## config.mk

```make
export PLATFORM = sky130hd
export DESIGN_NAME = mbw_divider
export DESIGN_NICKNAME = d
export VERILOG_FILES = /design/src/sv/maze_backtracker_walk_defines.svh /design/src/sv/mbw_pkg.sv /design/src/sv/mbw_divider.sv
export SDC_FILE = /design/constraint.sdc
export NUM_CORES = 1
export LEC_CHECK = 0
export ABC_AREA = 1
export BUFFER_PORTS_ARGS = -buffer_cell sky130_fd_sc_hd__buf_2
export CAP_MARGIN = 40
export CORE_MARGIN = 1
export CORE_UTILIZATION = 40
export CTS_CLUSTER_SIZE = 14
export DETAILED_ROUTE_END_ITERATION = 8
export PLACE_DENSITY = 0.64
export SETUP_SLACK_MARGIN = 0.02
export SLEW_MARGIN = 20
export SYNTH_ARGS = -nofsm -noshare
export SYNTH_HDL_FRONTEND = slang
export SYNTH_SLANG_ARGS = --single-unit
export TNS_END_PERCENT = 20
```

## constraint.sdc

```tcl
create_clock -name clk -period 2.9 [get_ports clk]
set_input_delay 0.435 -clock clk [delete_from_list [all_inputs] [get_ports clk]]
set_output_delay 0.435 -clock clk [all_outputs]
set_load 0.005 [all_outputs]
```

## src/sv/maze_backtracker_walk_defines.svh

```systemverilog
// Assertion macros shared by the maze walk RTL.
`ifndef MAZE_BACKTRACKER_WALK_DEFINES_SVH
`define MAZE_BACKTRACKER_WALK_DEFINES_SVH
`ifndef SYNTHESIS
// Same-cycle implication, sampled on clk and held off while rst_n is low.
`define MBW_ASSERT_IMPL(label, ante, cons) \
    label: assert property (@(posedge clk) disable iff (!rst_n) (ante) |-> (cons)) \
        else $error("maze walk assertion failed");
// Next-cycle implication, sampled on clk and held off while rst_n is low.
`define MBW_ASSERT_NEXT(label, ante, cons) \
    label: assert property (@(posedge clk) disable iff (!rst_n) (ante) |=> (cons)) \
        else $error("maze walk assertion failed");
`else
`define MBW_ASSERT_IMPL(label, ante, cons)
`define MBW_ASSERT_NEXT(label, ante, cons)
`endif
`endif

```

## src/sv/mbw_pkg.sv

```systemverilog
// Shared constants, types and helper functions of the maze walk block.
`default_nettype none

package mbw_pkg;

    localparam int MAX_COLUMNS = 64;
    localparam int MAX_ROWS    = 64;
    localparam int CELLS       = MAX_COLUMNS * MAX_ROWS;
    localparam int CELL_AW     = $clog2(CELLS);
    localparam int DEPTH_W     = CELL_AW + 1;
    localparam int DIM_W       = 7;
    localparam int CELL_W      = 5;
    localparam int PASS_W      = 4;
    localparam int VISITED_BIT = 4;
    localparam int CFG_IDX_W   = 1;

    // The divider retires two quotient bits per cycle.
    localparam int DIV_STEPS   = (CELL_AW + 1) / 2;
    localparam int DIV_CNT_W   = $clog2(DIV_STEPS);

    localparam logic [CELL_W-1:0] VISITED_MASK = CELL_W'(1) << VISITED_BIT;
    localparam logic [DIM_W-1:0]  COL_LIMIT    = DIM_W'(MAX_COLUMNS);
    localparam logic [DIM_W-1:0]  ROW_LIMIT    = DIM_W'(MAX_ROWS);

    // Operation codes.
    localparam logic [1:0] OP_RESTART = 2'd0;
    localparam logic [1:0] OP_STEP    = 2'd1;
    localparam logic [1:0] OP_READ    = 2'd2;
    localparam logic [1:0] OP_NONE    = 2'd3;

    // Result status codes.
    localparam logic [2:0] ST_CARVED      = 3'd0;
    localparam logic [2:0] ST_BACKTRACKED = 3'd1;
    localparam logic [2:0] ST_FINISHED    = 3'd2;
    localparam logic [2:0] ST_CELL_DATA   = 3'd3;
    localparam logic [2:0] ST_RESTARTED   = 3'd4;

    // Directions.
    localparam logic [1:0] DIR_PX = 2'd0;
    localparam logic [1:0] DIR_NY = 2'd1;
    localparam logic [1:0] DIR_NX = 2'd2;
    localparam logic [1:0] DIR_PY = 2'd3;

    // Configuration register indexes.
    localparam logic [CFG_IDX_W-1:0] CFG_WIDTH  = 1'd0;
    localparam logic [CFG_IDX_W-1:0] CFG_HEIGHT = 1'd1;

    typedef enum logic [3:0] {
        FSM_CLEAR,
        FSM_IDLE,
        FSM_TOP,
        FSM_DIV,
        FSM_PROBE,
        FSM_CHECK,
        FSM_CARVE,
        FSM_READ,
        FSM_EMIT
    } mbw_state_t;

    typedef struct packed {
        logic               done;
        logic [CELL_AW-1:0] quotient;
        logic [DIM_W-1:0]   remainder;
    } div_result_t;

    function automatic logic [DIM_W-1:0] eff_dim(input logic [DIM_W-1:0] r,
                                                 input logic [DIM_W-1:0] maxv);
        logic [DIM_W-1:0] v;
        if (r == '0) begin
            v = DIM_W'(1);
        end else if (r > maxv) begin
            v = maxv;
        end else begin
            v = r;
        end
        return v;
    endfunction

    function automatic logic [PASS_W-1:0] dir_mask(input logic [1:0] d);
        return PASS_W'(1) << d;
    endfunction

    function automatic logic [1:0] opposite_dir(input logic [1:0] d);
        return d + 2'd2;
    endfunction

endpackage

`default_nettype wire

```

## src/sv/mbw_divider.sv

```systemverilog
// Radix-4 restoring divider that splits a cell index into row and column.
`default_nettype none

module mbw_divider import mbw_pkg::*; (
    input  logic               clk,
    input  logic               rst_n,
    input  logic               start,
    input  logic [CELL_AW-1:0] dividend,
    input  logic [DIM_W-1:0]   divisor,
    output div_result_t        result
);

    logic                 busy_reg;
    logic                 done_reg;
    logic [DIV_CNT_W-1:0] cnt_reg;
    logic [CELL_AW-1:0]   quo_reg;
    logic [DIM_W-1:0]     rem_reg;
    logic [DIM_W-1:0]     dsr_reg;

    logic [CELL_AW-1:0]   quo_next;
    logic [DIM_W-1:0]     rem_next;
    logic [DIM_W-1:0]     trial;

    // Two dependent compare-and-subtract steps per cycle. The partial
    // remainder stays below the divisor, so its top bit is always clear.
    always_comb
    begin
        quo_next = quo_reg;
        rem_next = rem_reg;
        trial    = '0;
        for (int i = 0; i < 2; i++)
        begin
            trial    = {rem_next[DIM_W-2:0], quo_next[CELL_AW-1]};
            quo_next = {quo_next[CELL_AW-2:0], 1'b0};
            if (trial >= dsr_reg)
            begin
                trial       = trial - dsr_reg;
                quo_next[0] = 1'b1;
            end
            rem_next = trial;
        end
    end

    always_ff @(posedge clk or negedge rst_n)
    begin
        if (!rst_n)
        begin
            busy_reg <= 1'b0;
            done_reg <= 1'b0;
            cnt_reg  <= '0;
        end
        else if (start)
        begin
            busy_reg <= 1'b1;
            done_reg <= 1'b0;
            cnt_reg  <= DIV_CNT_W'(DIV_STEPS - 1);
        end
        else if (busy_reg)
        begin
            if (cnt_reg == '0)
            begin
                busy_reg <= 1'b0;
                done_reg <= 1'b1;
            end
            else
            begin
                cnt_reg <= cnt_reg - 1'b1;
            end
        end
    end

    always_ff @(posedge clk)
    begin
        if (start)
        begin
            dsr_reg <= divisor;
            quo_reg <= dividend;
            rem_reg <= '0;
        end
        else if (busy_reg)
        begin
            quo_reg <= quo_next;
            rem_reg <= rem_next;
        end
    end

    assign result = '{done: done_reg, quotient: quo_reg, remainder: rem_reg};

endmodule

`default_nettype wire
```

# After elaboration in Yosys (flattened, before gate mapping)
# Index checks and enable logic that the tools add are counted.
# totals
ff_bits	31
input_bits	22
out_inout_bits	20
# classes
n_addsub	3
magnitude_cmp	2
n_eq_ne	1
mux	15
reduce_logical	5
# ops
cell	n
$mux 12	2
$ge 7x7->1	2
$mux 3	3
$mux 1	8
$mux 7	1
$sub 7x7->7	1
$mux 6	1
$sub 6x6->6	1
$reduce_and 2->1	2
$reduce_bool 2->1	2
$logic_not 3->1	1
$sub 3x1->3 const B	1
$ne 2x2->1 const B	1

# Depth between registers and ports, before layout
# Gate-level depths: netlist of run 1.
# depth
word_depth	6
depth_mapped	20
mapped_depth_nobuf	20

# Least setup slack after synthesis of run 1
# No wires, ideal clock.
# synth_path
path_type	register to register
from	register dsr_reg[1]
to	register quo_reg[0] (data pin)
setup_time_ps	260
arrival_ps	2328
required_time_ps	2640
slack_ps	312
path_stages_with_launch	15
path_buffers	0
period_less_slack_ps	2588
cell_sequence	edfxtp_1 -> inv_1 -> ha_1 -> nand3_1 -> nand3_2 -> nand2_4 -> nand2_8 -> o21ai_2 -> inv_1 -> ha_1 -> a21oi_2 -> o21a_1 -> nand3b_4 -> inv_2 -> o21ai_0
# synth_between
elab_chain_len	6
# synth_lines
element	line_no	source
start, declared	mbw_divider.sv:18	logic [DIM_W-1:0] dsr_reg;
start signal, assigned	mbw_divider.sv:76	dsr_reg <= divisor;
$sub 6x6->6 or $ge 7x7->1 (tied branches)	mbw_divider.sv:37, mbw_divider.sv:35	
$mux 6	mbw_divider.sv:35	if (trial >= dsr_reg)
$ge 7x7->1 *	mbw_divider.sv:35	
$mux 1 *	mbw_divider.sv:35	
$mux 12 *	mbw_divider.sv:80	else if (busy_reg)
$mux 12 *	mbw_divider.sv:74	if (start)
end signal, assigned	mbw_divider.sv:77	quo_reg <= dividend;
end signal, assigned	mbw_divider.sv:82	quo_reg <= quo_next;
end, declared	mbw_divider.sv:16	logic [CELL_AW-1:0] quo_reg;
# Every way passes the cells marked *; elsewhere a longest branch is shown, timed or not. The select of a mux whose other input is x is not followed.
# A chain may end at the register's enable or synchronous reset.

# Worst setup path after layout of run 1
# layout_path
from	register dsr_reg[4]
to	register rem_reg[4]
# layout_between
elab_chain_len	4
# layout_lines
element	line_no	source
$ge 7x7->1 or $sub 6x6->6 (tied branches)	mbw_divider.sv:35, mbw_divider.sv:37	
$mux 6	mbw_divider.sv:35	
$sub 7x7->7 or $ge 7x7->1 (tied branches)	mbw_divider.sv:37, mbw_divider.sv:35	
$mux 7 *	mbw_divider.sv:35	
end signal, assigned	mbw_divider.sv:83	rem_reg <= rem_next;
end, declared	mbw_divider.sv:17	logic [DIM_W-1:0] rem_reg;
# Every way passes the cells marked *; elsewhere a longest branch is shown, timed or not.

==> impl_metrics.yaml, run 1 <==
clocking:
  clk_latency_ns: 0.29
  htree_levels: 2
  cts_root_buf: "clkbuf_8"
  cts_tree: "done"
  numCtsBuffers: 5
  clockBufferDepth: 2
  cts.reportedPaths.clkPinSlew_ns: 0.06
  cts.sinks: 31
floorplan:
  initial_utilization_pct: 42.4
  io_pins: 42
  row_count: 25
  core_area_sq_um: 4790
  die_area_sq_um: 5360
  die_w_um: 73.2
  dieHeight_um: 73.2
critical_path:
  r2r-start: "dsr_reg[4]"
  endpoint_kind: "flop"
  cp_cell_sequence: "inv_1 > ha_4 > a21oi_2 > nor2_4 > nor2_8 > nand2_8 > o21ai_4 > inv_1 > ha_4 > nand2_1 > nor3_2 > nand3b_4 > buf_4 > nand2_1 > nand3_1 > nand2_1"
  max_stage_delay_ns: 0.36
  critPathSlowestCell: "edfxtp_1"
  startpoint_type: "flop"
  critical_path_required_ns: 3.08
  r2r_end: "rem_reg[4]"
  critical_path.n_buffers_inverters: 3
  arrival_ns: 2.93
  path_class: "flop to flop"
  r2r_cells: 16
  crit_top_cell: "nand2_1"
  cpLargestDelayFamily: "simple AND/OR/NAND/NOR gates"
  path_max_fanout: 9
  r2r_slack_ns: 0.15
final_layout:
  diodes: 0
  largest_reg_flops: 12
  design_area_sq_um: 2600
  nets: 336
  syn_to_final_growth_pct: 28.4
  drive_above_1_share_pct: 33.0
  instances_no_fill: 364
  layout_common_cells: "nand2_1, buf_2, inv_1"
  final_common_cell: "nand2_1"
global_route:
  grt_max_degree: 24
  grt_util_all_layers_pct: 19.9
  grt-ovfl-total: 0
  antenna_found_initial: 0
  grt_pass1_vias: 1688
  grt_pass1_wl_um: 7820
power:
  p_int_mw: 1.49
  switching_share_pct: 43.6
  clkPwrFrac_pct: 12.3
  power_mw: 2.64
  peakVddDrop_mv: 0.415
  combPwrFrac_pct: 62.3
  p_switching_mw: 1.15
  p_seq_share_pct: 25.4
  power_density_nw_per_um2: 1010
  power.leakage_nw: 1.29
sta:
  tightestPinTransition_ns: 0.491
  fin_crit_sh_pct: 94.9
  hold_slack_ns: 0.321
  setup_viol: 0
  rsz0062_at_grt: "no"
  finClkSkew_ns: 0.00226
  tns_ns: 0
  finalMaxSlewViolations: 0
  fin_crit_ns: 2.75
  relSlewSlack_pct: 67.2
  fmax_mhz: 364
  finalHoldViolCount: 0
status:
  status: "finished, final reports clean"
place:
  place_area_sq_um: 2350
  placed_cells: 350
  gp_congestion: 0.852
  dp_hpwl_um: 3610
  port_buffers: 41
yosys:
  ys_seq_area_share_pct: 41.2
  synth_area_per_cell_sq_um: 8.49
  synth_nets: 279
  synth_seq_cells: 31
  syn_inst: 239
  synth-main-ff-cell: "edfxtp_1"
  async_reset_ff_share_pct: 16.1
  synth_edf_count: 19
  yosysWarnings: 0
  netlist_area_sq_um: 2030
  ys_types: 34
routing:
  drt_iter0_drc: 89
  route.detailed.vias_per_inst: 4.88
  ant_nets: 0
  drtPass1Iterations: 4
  routed_wl_um: 4870
  vias: 1777
  drc: 0
  routedWlPerCell_um: 13.4
min_path:
  hold_class: "input pin to flop"
  worst_hold_path.endpoint: "dsr_reg[2]"
  hold_start: "divisor[2]"
  whs_path_depth: 1
flow_run:
  max-cap-violations: 0
cells in the mapped netlist (all sizes together) (2+ instances only):
cell type	instances	area share, %
dfxtp	7	6.9
nor2	11	3.0
o21ai	10	3.2
a21oi	7	2.1
nand4	3	0.93
nand2	87	18
dfrtp	5	6.2
inv	30	5.6
nand3	21	5.9
xnor2	4	1.7
a21o	2	0.74
clkbuf	2	0.37
fa	2	2.0
edfxtp	19	28
nand3b	3	1.7
xor2	3	1.3
ha	16	9.9
worst max path at each step:
stage / depth (start not counted) / slack, ns / from / to
2_1_floorplan: 14 / 0.31 / dsr_reg[1] / quo_reg[0]
3_3_place_gp: 15 / -0.01 / quo_reg[11] / rem_reg[6]
3_5_place_dp: 15 / -0.06 / quo_reg[11] / rem_reg[6]
4_1_cts: 16 / 0.03 / dsr_reg[2] / quo_reg[0]
5_1_grt: 16 / 0.009 / quo_reg[11] / quo_reg[0]
6_report: 16 / 0.15 / dsr_reg[4] / rem_reg[4]
metal layers:
metal  GRT usage, %  routed length, um  vias to the layer above
met5              0                  0                        -
li1               -                  -                      901
met1           24.4               2220                      825
met3           5.66                246                        6
met4           7.84                 55                        0
met2           32.9               2340                       45
cell type report:
cell class	count	area (sq um)
fillers	464	2180
inverters	30	115
well taps	67	83.8
multi-input cells	175	1190
flip-flops and latches	31	836
clock inverters	2	7.51
clock buffers	6	72.6
repair buffers	53	298
power by group through the flow:
| stage | combinational, mW | sequential [mW] | clock [mW] |
|---|---|---|---|
| after floorplan | 1.01 | 0.676 | 0 |
| after global placement | 1.38 | 0.672 | 0 |
| after detailed placement | 1.40 | 0.668 | 0 |
| after CTS | 1.41 | 0.665 | 0.334 |
| after global routing | 1.83 | 0.685 | 0.361 |
| final | 1.64 | 0.670 | 0.323 |
repair_timing:
action                                 CTS  global route
endpoints found under the hold margin    5             0
resized for setup                        2            23
hold buffers                             1             0
setup endpoints to repair                6             8
buffers inserted                         0             5
pin swaps                                0             4
gates cloned                             0             0
per-stage QoR:
step           utilization [%]  setup WS [ns]
2_1_floorplan                -          0.312
3_3_place_gp              49.0        -0.0130
3_5_place_dp              49.0        -0.0573
4_1_cts                   51.0         0.0271
5_1_grt                   54.4        0.00902
6_report                  54.4          0.149
kinds of logic (layout without fill, tap and decap cells):
kind of cell             Yosys count  after routing  synth area share [%]
AND/OR/NAND/NOR                  127            127                  30.1
flip-flops                        31             31                  41.2
AO/OA/AOI/OAI                     23             23                  7.53
adder cells (fa/ha/maj)           18             18                  11.8
XOR/XNOR                           7              7                  3.02
buffers and inverters             33             91                  6.29
Note: power is estimated with default switching activity, not from simulation.
==> inputs of run 2 (changes only) <==
--- a/config.mk
+++ b/config.mk
@@ -5,14 +5,13 @@
 export SDC_FILE = /design/constraint.sdc
 export NUM_CORES = 1
 export LEC_CHECK = 0
-export ABC_AREA = 1
 export BUFFER_PORTS_ARGS = -buffer_cell sky130_fd_sc_hd__buf_2
 export CAP_MARGIN = 40
 export CORE_MARGIN = 1
 export CORE_UTILIZATION = 40
 export CTS_CLUSTER_SIZE = 14
 export DETAILED_ROUTE_END_ITERATION = 8
-export PLACE_DENSITY = 0.64
+export PLACE_DENSITY = 0.65
 export SETUP_SLACK_MARGIN = 0.02
 export SLEW_MARGIN = 20
 export SYNTH_ARGS = -nofsm -noshare
==> impl_metrics.yaml, run 2 <==
floorplan:
  core_area_sq_um: 4720
  initial_utilization_pct: 41.5
  io_pins: 42
  dieHeight_um: 72.0
  die_w_um: 72.0
  row_count: 25
  die_area_sq_um: 5180
sta:
  relSlewSlack_pct: 57.7
  finalHoldViolCount: 0
  tightestPinTransition_ns: 0.632
  setup_ws_ns: -0.335
  setup_viol: 8
  tns_ns: -2.17
  rsz0062_at_grt: "yes"
  fin_crit_sh_pct: 112
  finClkSkew_ns: 0.00235
  hold_slack_ns: 0.320
  fmax_mhz: 309
  fin_crit_ns: 3.23
  finalMaxSlewViolations: 0
min_path:
  hold_class: "input pin to flop"
final_layout:
  drive_above_1_share_pct: 56.6
  instances_no_fill: 339
  nets: 311
  largest_reg_flops: 12
  final_common_cell: "buf_4"
  diodes: 0
  syn_to_final_growth_pct: 49.1
  layout_common_cells: "buf_4, buf_2, edfxtp_1"
routing:
  ant_nets: 0
  vias: 1653
  route.detailed.vias_per_inst: 4.88
  drtPass1Iterations: 6
  routedWlPerCell_um: 14.3
  routed_wl_um: 4860
  drc: 0
  drt_iter0_drc: 78
power:
  peakVddDrop_mv: 0.446
  clkPwrFrac_pct: 17.7
  p_seq_share_pct: 23.9
  p_switching_mw: 0.963
  p_int_mw: 1.78
  switching_share_pct: 35.1
  power_mw: 2.74
  power.leakage_nw: 1.33
  combPwrFrac_pct: 58.4
  power_density_nw_per_um2: 938
status:
  violations: "negative setup slack"
  status: "finished, violations left"
critical_path:
  max_stage_delay_ns: 0.35
  path_class: "flop to flop"
  endpoint_kind: "flop"
  arrival_ns: 3.42
  critical_path_required_ns: 3.08
  path_max_fanout: 7
  cp_cell_sequence: "inv_2 > ha_4 > and3_4 > a31oi_4 > a31oi_4 > mux2_4 > inv_2 > ha_4 > nor2b_4 > o31ai_4 > a21oi_2 > o22a_2 > a32o_1 > a31o_2"
  critPathSlowestCell: "a31oi_4"
  cpLargestDelayFamily: "compound AO/OA/AOI/OAI gates"
  startpoint_type: "flop"
  critical_path.n_buffers_inverters: 2
clocking:
  clk_latency_ns: 0.29
  cts_root_buf: "clkbuf_8"
  clockBufferDepth: 2
  cts.sinks: 31
  htree_levels: 2
  numCtsBuffers: 5
  cts.reportedPaths.clkPinSlew_ns: 0.07
  cts_tree: "done"
place:
  dp_hpwl_um: 3670
  placed_cells: 321
  port_buffers: 41
  gp_congestion: 0.822
global_route:
  grt_max_degree: 17
  grt-ovfl-total: 0
  grt_util_all_layers_pct: 19.5
  grt_pass1_vias: 1676
  antenna_found_initial: 0
  grt_pass1_wl_um: 7660
yosys:
  yosys-top-cells-count: "edfxtp_1, ha_1, inv_1"
  yosysWarnings: 0
  post-synth-top-count-cell: "edfxtp_1"
  synth_edf_count: 19
  yosys.area.top_type: "edfxtp_1"
  async_reset_ff_share_pct: 16.1
  synth_seq_cells: 31
  netlist_area_sq_um: 1960
  synth_nets: 215
  syn_inst: 175
  synth_top_area_share_pct: 29.1
  synth_area_per_cell_sq_um: 11.2
  ys_seq_area_share_pct: 42.7
  synth-main-ff-cell: "edfxtp_1"
  ys_types: 51
  synth_area_leaders: "edfxtp_1, ha_1, mux2_2"
flow_run:
  max-cap-violations: 0
==> run 2: changes by cell type in the layout (fill, tap and decap cells not counted), sizes merged, moves of 3 or more <==
| cell | before | now |
|---|---|---|
| buf | 52 | 92 |
| nand2 | 87 | 9 |
| mux2 | 0 | 16 |
| nand3b | 3 | 0 |
| o21a | 1 | 5 |
| inv | 30 | 15 |
| nand2b | 0 | 3 |
| nor2 | 11 | 14 |
| nand3 | 21 | 2 |
| mux2i | 0 | 3 |
==> run 2: timing repair <==
action	4_1_cts	5_1_grt
buffers inserted	7	2
endpoints found under the setup margin	8	8
gates resized for setup	11	9
pin swaps	8	3
hold endpoints to repair	5	0
hold buffers	1	0
==> run 2: power groups by stage <==
stage               logic (mW)  clock network [mW]  registers, mW
CTS                       1.51               0.490          0.656
floorplan                0.833                   0          0.669
detailed placement        1.38                   0          0.661
global placement          1.36                   0          0.657
finish                    1.60               0.486          0.654
global route              1.75               0.507          0.664
==> run 2: kinds of logic (layout without fill, tap and decap cells) <==
family,after synthesis,in the layout,synth area share (%)
buf+inv,19,116,3.83
compound gates,40,40,16.4
flops,31,31,42.7
simple gates,41,41,10.5
fa+ha+maj,18,18,12.3
xor+xnor,7,7,3.13
mux,19,19,11.1
==> run 2: path summary, 6_finish.rpt <==
kind / from / to / slack [ns] / cells past startpoint
max in group asynchronous: rst_n / busy_reg / 2.30 / 2
min in group asynchronous: rst_n / done_reg / 0.48 / 2
max reg2reg: dsr_reg[2] / rem_reg[2] / -0.33 / 14
min: divisor[4] / dsr_reg[4] / 0.32 / 1
max: dsr_reg[2] / rem_reg[2] / -0.33 / 14
min reg2reg: done_reg / done_reg / 0.51 / 2
==> run 2: cell type report <==
cell class | instances | area (sq um)
Clock buffer | 6 | 93.8
Tap cell | 67 | 83.8
Timing Repair Buffer | 93 | 602
Multi-Input combinational cell | 125 | 1210
Fill cell | 394 | 1800
Inverter | 15 | 56.3
Clock inverter | 2 | 37.5
Sequential cell | 31 | 837
==> run 2: stage by stage <==
step / utilization, % / setup WS, ns / cell area [sq um]
CTS: 60.8 / -0.255 / 2870
finish: 61.8 / -0.335 / 2920
floorplan: - / -0.231 / 2030
detailed placement: 55.3 / -0.383 / 2610
global placement: 55.3 / -0.332 / 2610
global route: 61.8 / -0.456 / 2920
==> run 2: routing by layer <==
layer	track usage (%)	share of wire [%]
met5	0	0
met4	7.84	1.5
met3	4.17	3.2
met2	34.0	52
met1	23.4	44
